File: src/rtl/core/spd_pkg.sv
`timescale 1ns / 1ps
package spd_pkg;

  localparam int MAX_VERTICES = 16;
  localparam int VERT_W       = 5;
  localparam int VIDX_W       = $clog2(MAX_VERTICES);
  localparam int ADDR_W       = 2 * VIDX_W;
  localparam int WEIGHT_W     = 10;
  localparam int DEPTH        = MAX_VERTICES * MAX_VERTICES;

  localparam logic [WEIGHT_W-1:0] NO_EDGE      = WEIGHT_W'(999);
  localparam logic [VERT_W-1:0]   SRC_VERTEX   = VERT_W'(1);
  localparam logic [VERT_W-1:0]   VCOUNT_RESET = VERT_W'(16);
  localparam logic [VERT_W-1:0]   VCOUNT_MAX   = VERT_W'(MAX_VERTICES);
  localparam logic [VERT_W-1:0]   VCOUNT_MIN   = VERT_W'(2);

  localparam logic MODE_WRITE = 1'b0;
  localparam logic MODE_RUN   = 1'b1;

  typedef struct packed {
    logic                mode;
    logic [VERT_W-1:0]   from_vertex;
    logic [VERT_W-1:0]   to_vertex;
    logic [WEIGHT_W-1:0] edge_weight;
  } spd_req_t;

  typedef struct packed {
    logic [VERT_W-1:0]   tree_from;
    logic [VERT_W-1:0]   tree_to;
    logic [WEIGHT_W-1:0] tree_weight;
    logic                last;
  } spd_res_t;

  typedef struct packed {
    logic                en;
    logic [ADDR_W-1:0]   addr;
    logic [WEIGHT_W-1:0] data;
  } spd_wr_t;

  // vertices are numbered from 1; the matrix row is the tail vertex
  function automatic logic [ADDR_W-1:0] cell_addr(input logic [VERT_W-1:0] from_v,
                                                  input logic [VERT_W-1:0] to_v);
    logic [VERT_W-1:0] fm1;
    logic [VERT_W-1:0] tm1;
    fm1 = from_v - VERT_W'(1);
    tm1 = to_v - VERT_W'(1);
    return {fm1[VIDX_W-1:0], tm1[VIDX_W-1:0]};
  endfunction

endpackage

File: src/rtl/core/spd_matrix.sv
`timescale 1ns / 1ps
module spd_matrix (
  input  logic                          clk,
  input  logic                          rst,
  input  spd_pkg::spd_wr_t              wr,
  input  logic [spd_pkg::ADDR_W-1:0]    rd_addr,
  output logic [spd_pkg::WEIGHT_W-1:0]  rd_data
);
  import spd_pkg::*;

  logic [WEIGHT_W-1:0] mem [DEPTH];
  logic [DEPTH-1:0]    written;
  logic [WEIGHT_W-1:0] mem_q;
  logic                written_q;
  logic                diag_q;

  always_ff @(posedge clk) begin
    if (wr.en) begin
      mem[wr.addr] <= wr.data;
    end
    mem_q  <= mem[rd_addr];
    diag_q <= (rd_addr[ADDR_W-1:VIDX_W] == rd_addr[VIDX_W-1:0]);
  end

  always_ff @(posedge clk) begin
    if (rst) begin
      written   <= '0;
      written_q <= 1'b0;
    end else begin
      if (wr.en) begin
        written[wr.addr] <= 1'b1;
      end
      written_q <= written[rd_addr];
    end
  end

  // untouched entries read as the power-up matrix
  assign rd_data = written_q ? mem_q : (diag_q ? '0 : NO_EDGE);

endmodule

File: src/rtl/core/spd_ctrl.sv
`timescale 1ns / 1ps
module spd_ctrl (
  input  logic                          clk,
  input  logic                          rst,
  input  logic                          run,
  input  logic [spd_pkg::VERT_W-1:0]    vertex_count,
  input  logic [spd_pkg::WEIGHT_W-1:0]  rd_data,
  output logic [spd_pkg::ADDR_W-1:0]    rd_addr,
  output logic                          busy,
  output logic                          result_valid,
  output spd_pkg::spd_res_t             result
);
  import spd_pkg::*;

  typedef enum logic [2:0] {
    S_IDLE,
    S_INIT,
    S_SCAN,
    S_EMIT_RD,
    S_EMIT,
    S_RELAX
  } state_t;

  state_t               state;
  logic [VERT_W-1:0]    n;
  logic [VERT_W-1:0]    v;
  logic [VERT_W-1:0]    v_d;
  logic                 vld_d;
  logic [VERT_W-1:0]    pass;
  logic [VERT_W-1:0]    best;
  logic [VERT_W-1:0]    best_pred;
  logic [WEIGHT_W-1:0]  bestd;
  logic [WEIGHT_W-1:0]  distance [MAX_VERTICES];
  logic [VERT_W-1:0]    pred [MAX_VERTICES];
  logic [MAX_VERTICES-1:0] fin;

  logic [VERT_W-1:0]    v_m1;
  logic [VERT_W-1:0]    vd_m1;
  logic [VERT_W-1:0]    best_m1;
  logic [VIDX_W-1:0]    vd_idx;
  logic [VIDX_W-1:0]    best_idx;
  logic [VIDX_W-1:0]    dr_idx;
  logic [WEIGHT_W-1:0]  dist_rd;
  logic [VERT_W-1:0]    pred_rd;
  logic                 fin_rd;
  logic [WEIGHT_W:0]    sum;
  logic                 scan_pick;
  logic                 relax_upd;

  always_comb begin
    v_m1     = v - VERT_W'(1);
    vd_m1    = v_d - VERT_W'(1);
    best_m1  = best - VERT_W'(1);
    vd_idx   = vd_m1[VIDX_W-1:0];
    best_idx = best_m1[VIDX_W-1:0];
    // scan walks v, the relax write-back walks the delayed index
    dr_idx   = (state == S_SCAN) ? v_m1[VIDX_W-1:0] : vd_idx;
    dist_rd  = distance[dr_idx];
    pred_rd  = pred[dr_idx];
    fin_rd   = fin[dr_idx];
    sum      = {1'b0, bestd} + {1'b0, rd_data};
    scan_pick = !fin_rd && (dist_rd <= bestd);
    relax_upd = vld_d && !fin_rd && (v_d != best) && (sum < {1'b0, dist_rd});
    case (state)
      S_INIT:    rd_addr = cell_addr(SRC_VERTEX, v);
      S_EMIT_RD: rd_addr = cell_addr(best_pred, best);
      default:   rd_addr = cell_addr(best, v);
    endcase
  end

  assign busy = (state != S_IDLE);

  always_ff @(posedge clk) begin
    if (rst) begin
      state        <= S_IDLE;
      result_valid <= 1'b0;
      vld_d        <= 1'b0;
      fin          <= '0;
    end else begin
      result_valid <= 1'b0;
      case (state)
        S_IDLE: begin
          if (run) begin
            n     <= vertex_count;
            v     <= VCOUNT_MIN;
            vld_d <= 1'b0;
            pass  <= VERT_W'(1);
            state <= S_INIT;
          end
        end
        S_INIT: begin
          v_d   <= v;
          vld_d <= (v <= n);
          if (vld_d) begin
            distance[vd_idx] <= rd_data;
            pred[vd_idx]     <= SRC_VERTEX;
            fin[vd_idx]      <= 1'b0;
          end
          if (v <= n) begin
            v <= v + VERT_W'(1);
          end else begin
            state     <= S_SCAN;
            v         <= VCOUNT_MIN;
            bestd     <= NO_EDGE;
            best      <= '0;
            best_pred <= SRC_VERTEX;
          end
        end
        S_SCAN: begin
          // <= lets the highest index win a tie
          if (scan_pick) begin
            bestd     <= dist_rd;
            best      <= v;
            best_pred <= pred_rd;
          end
          if (v == n) begin
            state <= S_EMIT_RD;
          end else begin
            v <= v + VERT_W'(1);
          end
        end
        S_EMIT_RD: begin
          state <= S_EMIT;
        end
        S_EMIT: begin
          result_valid       <= 1'b1;
          result.tree_from   <= best_pred;
          result.tree_to     <= best;
          result.tree_weight <= rd_data;
          result.last        <= (pass == n - VERT_W'(1));
          if (pass == n - VERT_W'(1)) begin
            state <= S_IDLE;
          end else begin
            state <= S_RELAX;
            v     <= VCOUNT_MIN;
            vld_d <= 1'b0;
          end
        end
        S_RELAX: begin
          v_d   <= v;
          vld_d <= (v <= n);
          if (relax_upd) begin
            distance[vd_idx] <= sum[WEIGHT_W-1:0];
            pred[vd_idx]     <= best;
          end
          if (v <= n) begin
            v <= v + VERT_W'(1);
          end else begin
            fin[best_idx] <= 1'b1;
            pass      <= pass + VERT_W'(1);
            state     <= S_SCAN;
            v         <= VCOUNT_MIN;
            bestd     <= NO_EDGE;
            best      <= '0;
            best_pred <= SRC_VERTEX;
          end
        end
        default: begin
          state <= S_IDLE;
        end
      endcase
    end
  end

endmodule

File: src/rtl/core/shortest_path_tree_dijkstra_unit.sv
`timescale 1ns / 1ps
// write request: taken while idle and busy stays low, so writes may follow back to back
// run request over n vertices: load row 1, then n-1 passes of a one-vertex-per-cycle minimum
// scan, a matrix read and a relax sweep (none on the last pass)
// edges come one per pass on result_valid for one cycle each; the receiver cannot stall
// synchronous rst: matrix back to its power-up contents, vertex_count 16, block idle
module shortest_path_tree_dijkstra_unit (
  input  logic                         clk,
  input  logic                         rst,
  input  logic                         start,
  output logic                         busy,
  input  spd_pkg::spd_req_t            req,
  input  logic                         cfg_we,
  input  logic [spd_pkg::VERT_W-1:0]   cfg_data,
  output logic                         result_valid,
  output spd_pkg::spd_res_t            result
);
  import spd_pkg::*;

  logic [VERT_W-1:0]   vertex_count;
  logic [VERT_W-1:0]   n_clamped;
  logic                accept;
  logic                run;
  logic                from_ok;
  logic                to_ok;
  spd_wr_t             wr;
  logic [ADDR_W-1:0]   rd_addr;
  logic [WEIGHT_W-1:0] rd_data;

  always_ff @(posedge clk) begin
    if (rst) begin
      vertex_count <= VCOUNT_RESET;
    end else if (cfg_we) begin
      vertex_count <= cfg_data;
    end
  end

  always_comb begin
    accept    = start && !busy;
    n_clamped = (vertex_count > VCOUNT_MAX) ? VCOUNT_MAX : vertex_count;
    // fewer than two vertices gives an empty tree
    run       = accept && (req.mode == MODE_RUN) && (n_clamped >= VCOUNT_MIN);
    from_ok   = (req.from_vertex != '0) && (req.from_vertex <= VCOUNT_MAX);
    to_ok     = (req.to_vertex != '0) && (req.to_vertex <= VCOUNT_MAX);
    wr.en     = accept && (req.mode == MODE_WRITE) && from_ok && to_ok;
    wr.addr   = cell_addr(req.from_vertex, req.to_vertex);
    wr.data   = (req.edge_weight > NO_EDGE) ? NO_EDGE : req.edge_weight;
  end

  spd_matrix u_matrix (
    .clk     (clk),
    .rst     (rst),
    .wr      (wr),
    .rd_addr (rd_addr),
    .rd_data (rd_data)
  );

  spd_ctrl u_ctrl (
    .clk          (clk),
    .rst          (rst),
    .run          (run),
    .vertex_count (n_clamped),
    .rd_data      (rd_data),
    .rd_addr      (rd_addr),
    .busy         (busy),
    .result_valid (result_valid),
    .result       (result)
  );

endmodule

File: config.mk
export PLATFORM = sky130hd
export DESIGN_NAME = shortest_path_tree_dijkstra_unit
export DESIGN_NICKNAME = d
export VERILOG_FILES = /design/src/rtl/core/spd_pkg.sv /design/src/rtl/core/spd_matrix.sv /design/src/rtl/core/spd_ctrl.sv /design/src/rtl/core/shortest_path_tree_dijkstra_unit.sv
export SDC_FILE = /design/constraint.sdc
export NUM_CORES = 2
export LEC_CHECK = 0
export BUFFER_PORTS_ARGS = -buffer_cell sky130_fd_sc_hd__buf_4
export CAP_MARGIN = 20
export CORE_MARGIN = 3
export CORE_UTILIZATION = 40
export CTS_CLUSTER_SIZE = 16
export DETAILED_ROUTE_END_ITERATION = 16
export GPL_TIMING_DRIVEN = 0
export PLACE_DENSITY = 0.62
export SETUP_SLACK_MARGIN = 0.05
export SLEW_MARGIN = 5
export SYNTH_ARGS = -nofsm -noshare
export SYNTH_HDL_FRONTEND = slang
export SYNTH_HIERARCHICAL = 1
export SYNTH_SLANG_ARGS = --single-unit
File: constraint.sdc
create_clock -name clk -period 7.5 [get_ports clk]
set_input_delay 2.25 -clock clk [delete_from_list [all_inputs] [get_ports clk]]
set_output_delay 2.25 -clock clk [all_outputs]
set_load 0.01 [all_outputs]
# [After elaboration in Yosys (flattened, before gate mapping)]
# Memories as Yosys holds them, arrays and structs flattened. A register that Yosys moved wholly into a read port is not among the register bits.
# Index checks and enable logic that the tools add are counted.
[op_classes] addsub=10 n_lt_le_gt_ge=16 eq_ne=17 muxes=57 bitwise_logic=8 n_reduce_logical=36
[ops] operator="OR 256 bit" count=1
[ops] operator="2-to-1 mux 10 bit" count=6
[ops] operator="2-to-1 mux 5 bit" count=12
[ops] operator="2-to-1 mux 16 bit" count=2
[ops] operator="one-hot mux 16 bit (2 select lines)" count=1
[ops] operator="one-hot mux 5 bit (2 select lines)" count=3
[ops] operator="subtractor 4 x 1 -> 4 bit (second input constant)" count=6
[ops] operator="one-hot mux 10 bit (2 select lines)" count=1
[ops] operator="one-hot mux 5 bit (4 select lines)" count=1
[ops] operator="less-than comparator 8 x 9 -> 1 bit (second input constant)" count=2
[ops] operator="2-to-1 mux 1 bit" count=18
[ops] operator="AND 16 bit" count=1
[ops] operator="inverter 16 bit" count=1
[ops] operator="OR 16 bit" count=1
[ops] operator="one-hot mux 8 bit (2 select lines)" count=1
[ops] operator="logical AND 1 bit" count=15
[ops] operator="less-than comparator 4 x 5 -> 1 bit (second input constant)" count=3
[ops] operator="one-hot mux 3 bit (5 select lines)" count=1
[ops] operator="2-to-1 mux 3 bit" count=4
[ops] operator="!= test 2 bit (second input constant)" count=6
[ops] operator="AND reduction 3 bit" count=4
[ops] operator="adder 10 x 10 -> 11 bit" count=1
[ops] operator="less-than comparator 11 x 10 -> 1 bit" count=1
[ops] operator="adder 5 x 1 -> 5 bit (second input constant)" count=2
[ops] operator="other kinds (34)" count=50
[word_totals] ff_bits=345 mem_bits_rw=2800 in_bits=30 n_memories=3
[memory_table] memory="u_matrix.mem" depth=256 word_bits=10 rd=1 rd_ports_with_merged_regs=1 write_ports=1 line="spd_matrix.sv:11" source="logic [WEIGHT_W-1:0] mem [DEPTH];"
[memory_table] memory="u_ctrl.distance" depth=16 word_bits=10 rd=1 rd_ports_with_merged_regs=0 write_ports=1 line="spd_ctrl.sv:33" source="logic [WEIGHT_W-1:0] distance [MAX_VERTICES];"
[memory_table] memory="u_ctrl.pred" depth=16 word_bits=5 rd=1 rd_ports_with_merged_regs=0 write_ports=1 line="spd_ctrl.sv:34" source="logic [VERT_W-1:0] pred [MAX_VERTICES];"

# [Depth between registers and ports, before layout]
[logic_depth] depth_word=13 depth_mapped=21 ltp_nobuf=17

# [By module]
# Netlist, hierarchy kept.
[by_module_without_submodules] mod="spd_matrix" instances=1 cells_per_inst=5164 area_per_inst_um2=108385.2 seq_area_each_um2=82238.9
[by_module_without_submodules] mod="spd_ctrl" instances=1 cells_per_inst=945 area_per_inst_um2=14625.3 seq_area_each_um2=9459.1
[by_module_without_submodules] mod="shortest_path_tree_dijkstra_unit" instances=1 cells_per_inst=56 area_per_inst_um2=439.2 seq_area_each_um2=100.1

# [Least setup slack after synthesis]
# Ideal clock, no wire load.
[synth_path] kind="input to register" from="input port req[5] in the netlist's numbering" to="memory u_matrix.mem[0][5], data pin" setup_time_ns=1.012 arrival_time_ns=6.076 required_ns=6.488 path_slack_ns=0.412 path_stages=1 n_path_buf=1 path_cell_list="clkbuf_1"
[synth_via] elab_chain_len=2
[synth_rtl] element="from (decl)" line="shortest_path_tree_dijkstra_unit.sv:12" source="input spd_pkg::spd_req_t req,"
[synth_rtl] element="greater-than comparator 10 bit" line="shortest_path_tree_dijkstra_unit.sv:47" source="wr.data = (req.edge_weight > NO_EDGE) ? NO_EDGE : req.edge_weight;"
[synth_rtl] element="2-to-1 mux 10 bit *" line="shortest_path_tree_dijkstra_unit.sv:47"
[synth_rtl] element="to (decl)" line="spd_matrix.sv:11"
# Every way passes the cells marked *; elsewhere a longest branch is shown, timed or not.

# [Worst setup path in the final report]
[layout_path] from="register u_ctrl.v_d[0]" to="memory u_ctrl.distance[12][5], enable pin"
[layout_via] word_cells_on_any_way=16
[layout_lines] element="from (decl)" line="spd_ctrl.sv:27" source="logic [VERT_W-1:0] v_d;"
[layout_lines] element="from (signal assigned)" line="spd_ctrl.sv:92" source="v_d <= v;"
[layout_lines] element="from (signal assigned)" line="spd_ctrl.sv:140" source="v_d <= v;"
[layout_lines] element="subtractor 4 x 1 -> 4 bit" line="spd_ctrl.sv:52" source="vd_m1 = v_d - VERT_W'(1);"
[layout_lines] element="2-to-1 mux 4 bit" line="spd_ctrl.sv:57" source="dr_idx = (state == S_SCAN) ? v_m1[VIDX_W-1:0] : vd_idx;"
[layout_lines] element="memory (16 x 10 bit)"
[layout_lines] element="named net u_ctrl.dist_rd[5]" line="spd_ctrl.sv:43" source="logic [WEIGHT_W-1:0] dist_rd;"
[layout_lines] element="less-than comparator 11 x 10 -> 1 bit" line="spd_ctrl.sv:63" source="relax_upd = vld_d && !fin_rd && (v_d != best) && (sum < {1'b0, dist_rd});"
[layout_lines] element="logical AND 1 bit" line="spd_ctrl.sv:63"
[layout_lines] element="2-to-1 mux 1 bit" line="spd_ctrl.sv:142" source="if (relax_upd) begin"
[layout_lines] element="2-to-1 mux 1 bit" line="spd_ctrl.sv:81" source="case (state)"
[layout_lines] element="2-to-1 mux 1 bit" line="spd_ctrl.sv:74" source="if (rst) begin"
[layout_lines] element="2-to-1 mux 1 bit (implied by the code)" line="spd_ctrl.sv:143" source="distance[vd_idx] <= sum[WEIGHT_W-1:0];"
[layout_lines] element="OR 1 bit (no source line)"
[layout_lines] element="to (decl)" line="spd_ctrl.sv:33"
# The timed path passes the listed nets, and every way through them passes these cells. The select of a mux whose other input is x is not followed.

==> flow_summary.yaml <==
status:
  status: "finished clean"
logic_synthesis:
  yosys_most_used_dff: "edfxtp_1"
  synth-edff-count: 2861
  synth-async-reset-ratio_pct: 0
  synth_cell_types: 79
  avgSynthCellArea_sq_um: 20.0
  synth_seq_cells: 3155
  synth_warnings: 6
  yosys.area.top_type: "edfxtp_1"
  synthCells: 6165
  yosysSeqAreaShare_pct: 74.4
  synthDominantCellAreaShare_pct: 69.6
  synth_nets: 6245
  syn_area_sq_mm: 0.123
  synthTopCellsByArea: "edfxtp_1 (70%), mux4_2 (16%), dfxtp_1 (4.8%)"
worst_setup_path:
  crit_chain: "inv_1 > ha_1 > clkbuf_1 > xnor2_1 > mux2_2 > buf_2 > buf_1 > mux2i_1 > mux2i_1 > inv_1 > ha_1 > nor2b_1 > o21ai_0 > a21oi_1 > a311oi_1 > o211ai_2 > buf_6 > buf_6 > a21oi_2 > buf_8"
  crit_arrival_ns: 7.67
  slowest_stage: "a21oi_2"
  endpoint_kind: "register"
  critical_path_class: "reg -> reg"
  critPathLaunch: "u_ctrl/v_d[0]"
  start_kind: "register"
  cpPeakStageDelay_ns: 0.71
  r2r_cells: 20
  worstPathRequired_ns: 8.16
  reg2reg_to: "u_ctrl/distance[12][5]"
  rr_startpoint: "u_ctrl/v_d[0]"
  cp_max_fo: 10
  reg2reg_slack_ns: 0.49
sta:
  fin_skew_ns: 0.0693
  rsz0062_at_grt: "false"
  layout_min_cycle_time_ns: 7.01
  finalHoldViolCount: 0
  setup_violations: 0
  drv_slew: 0
  clock.fmax_mhz: 143
  min_period_over_period_pct: 93.4
  max_slew_margin_pct: 6.76
  worst_pin_slew_ns: 1.40
worst_hold_path:
  hold_path.class: "reg -> reg"
  hold_path_depth: 2
  holdPathEnd: "u_matrix/written[167]"
  min_from: "u_matrix/written[167]"
placement:
  port_buffers: 51
  gp_congestion: 0.963
  dpl-instance-area_sq_mm: 0.132
  dp_hpwl_um: 259000
pwr:
  swShare_pct: 23.0
  comb_power_share_pct: 9.0
  p_int_w: 0.0299
  clock_power_share_pct: 41.5
  ir_drop_mv: 0.188
  p_sw_w: 0.00894
  p_leak_nw: 46.2
  p_per_area_mw_per_mm2: 271
  p_seq_share_pct: 49.6
global_routing:
  antenna_found_initial: 19
  grt.total_usage_pct: 23.3
  grt_max_degree: 90
  grt-ovfl-total: 0
  grt_pass1_wl_um: 516000
  grt_pass1_vias: 65500
floorplanning:
  coreArea_sq_mm: 0.307
  start_util_pct: 40.3
  placementRows: 203
  io-pin-count: 53
  die-area_sq_mm: 0.315
  floorplan.die.width_um: 562
  die_h_um: 562
detailed_routing:
  drc: 0
  drtAntennaViolNets: 0
  via_count: 66300
  avgRoutedWirePerCell_um: 33.2
  drt_wl_total_um: 371000
  drt-vias-per-instance: 5.92
  drtIter0Drc: 9412
  firstDrtPassIters: 6
final_layout:
  regArea_sq_mm: 0.0918
  drive_above_1_share_pct: 28.4
  multi_input_area_sq_mm: 0.0299
  final_core_util_pct: 46.8
  fill_cells: 25400
  final_area_sq_mm: 0.143
  layout.nets: 6914
  syn_to_final_growth_pct: 16.2
clock_network:
  cts_inserted_buffers: 340
  clock_latency_ns: 0.95
  cts_buffer_depth: 4
  clock_sinks: 3155
  cts_root_buf: "clkbuf_16"
  cts.htree.levels: 5
  cts_tree: "done"
  clkTransAtPathRegs_ns: 0.06
flow_run:
  cap_violations: 0
## routing by layer
| metal | GRT usage, % | wire length, um |
|---|---|---|
| met1 | 31.8 | 143000 |
| met2 | 35.9 | 171000 |
| met3 | 5.43 | 38800 |
| met4 | 10.1 | 18300 |
| met5 | 0 | 38 |
## worst max path at each step
stage / to / slack [ns] / cells after the start
after global placement: u_matrix/mem[52][5] / -4.65 / 2
after CTS: u_ctrl/distance[9][9] / 0.44 / 20
final: u_ctrl/distance[12][5] / 0.49 / 20
after floorplan: u_matrix/mem[0][5] / 0.41 / 1
after detailed placement: u_ctrl/distance[9][5] / 0.46 / 20
after global routing: u_ctrl/distance[12][6] / 0.06 / 20
## sequential cells by signal, indices dropped and copies added (netlist names)
| signal | cells |
|---|---|
| u_ctrl/distance | 160 |
| u_ctrl/fin | 16 |
| u_ctrl/bestd | 10 |
| u_ctrl/result_valid | 1 |
| u_ctrl/pass | 5 |
| u_ctrl/n | 5 |
| u_ctrl/vld_d | 1 |
| u_ctrl/v_d | 5 |
| u_matrix/written_q | 1 |
| u_matrix/mem | 2560 |
| vertex_count | 5 |
| u_matrix/written | 256 |
| u_matrix/mem_q | 10 |
| u_ctrl/result | 21 |
| u_matrix/diag_q | 1 |
| u_ctrl/best | 5 |
| u_ctrl/v | 5 |
| u_ctrl/state | 3 |
| u_ctrl/pred | 80 |
| u_ctrl/best_pred | 5 |
## repair_timing
action                                  in CTS  in global routing
hold buffers                                 0                  0
buffers inserted                             0                  0
endpoints found under the setup margin       0                  3
gates resized for setup                      0                  1
## per-stage QoR
stage / instances / TNS, ns / setup slack, ns / power, W / hold WS (ns)
2_1_floorplan: 6165 / 0 / 0.412 / 0.0216 / 0.400
3_3_place_gp: 10300 / -9523.27 / -4.65 / 0.0231 / 0.443
3_5_place_dp: 10600 / 0 / 0.464 / 0.0231 / 0.453
4_1_cts: 11100 / 0 / 0.439 / 0.0391 / 0.466
5_1_grt: 11200 / 0 / 0.0630 / 0.0399 / 0.484
6_report: 11200 / 0 / 0.491 / 0.0389 / 0.467
## power by group through the flow
stage	combinational, W	clock, W	sequential (W)
global placement	0.00329	0	0.0198
global route	0.00359	0.0171	0.0193
CTS	0.00343	0.0164	0.0193
detailed placement	0.00342	0	0.0196
finish	0.00348	0.0161	0.0193
floorplan	0.00191	0	0.0197
## cell families (layout without fill, tap and decap cells)
family	after synthesis	in the layout	synth area share [%]
AOI/OAI and AO/OA	362	362	2.10
xor gates and xnor gates	42	42	0.298
adders and majority gates	50	50	0.513
buffers and inverters	405	1328	1.71
DFF	3155	3155	74.4
muxes	1050	1050	17.3
other	0	9	0
and+or+nand+nor	1101	1101	3.71
## worst max-delay path, delay by kind of cell (launching register included)
kind | cells | cell delay, ns
AOI/OAI and AO/OA | 5 | 1.88
muxes | 3 | 0.93
buffers and inverters | 8 | 2.11
DFF | 1 | 0.54
adders and majority gates | 2 | 0.54
and+or+nand+nor | 1 | 0.13
xor gates and xnor gates | 1 | 0.59
## layout make-up
cell class / instances / area share [%]
sequential: 3155 / 64.0
inverter: 54 / 0.141
clock inverter: 144 / 0.959
antenna: 9 / 0.0157
tap: 4100 / 3.58
buffer: 351 / 1.37
timing repair buffer: 327 / 2.68
multi-input combinational: 2605 / 20.8
clock buffer: 452 / 6.43
## cell usage after synthesis (7+ instances only)
| cell type | count |
|---|---|
| inv_1 | 53 |
| nand4_1 | 12 |
| nand2_1 | 119 |
| nor3_1 | 25 |
| o21a_1 | 7 |
| o22ai_1 | 45 |
| a211oi_1 | 50 |
| nor2b_1 | 31 |
| a22o_1 | 9 |
| a22oi_1 | 51 |
| o221ai_1 | 10 |
| mux2i_1 | 171 |
| ha_1 | 49 |
| and3_1 | 8 |
| nand3_1 | 74 |
| nand2b_1 | 8 |
| edfxtp_1 | 2861 |
| mux4_2 | 862 |
| and2_1 | 13 |
| mux2_2 | 8 |
| buf_6 | 39 |
| o211ai_1 | 8 |
| o21ba_2 | 29 |
| mux2_4 | 7 |
| o21ai_0 | 27 |
| buf_2 | 68 |
| nor2_1 | 777 |
| a21oi_1 | 67 |
| clkbuf_1 | 158 |
| a21o_1 | 14 |
| buf_4 | 55 |
| dfxtp_1 | 294 |
| xnor2_1 | 21 |
| buf_1 | 30 |
| xor2_1 | 21 |
## cells in the final DEF, fill, tap and decap left out, types with 53 or more instances in the layout
cell,n
buf_2,73
buf_4,231
buf_6,77
buf_8,78
clkbuf_1,219
clkbuf_16,344
dfxtp_1,294
edfxtp_1,2861
inv_1,53
mux2i_1,170
mux4_2,862
nand2_1,119
nand3_1,74
nor2_1,685
nor2_2,92
Note: power is estimated with default switching activity, not from simulation.
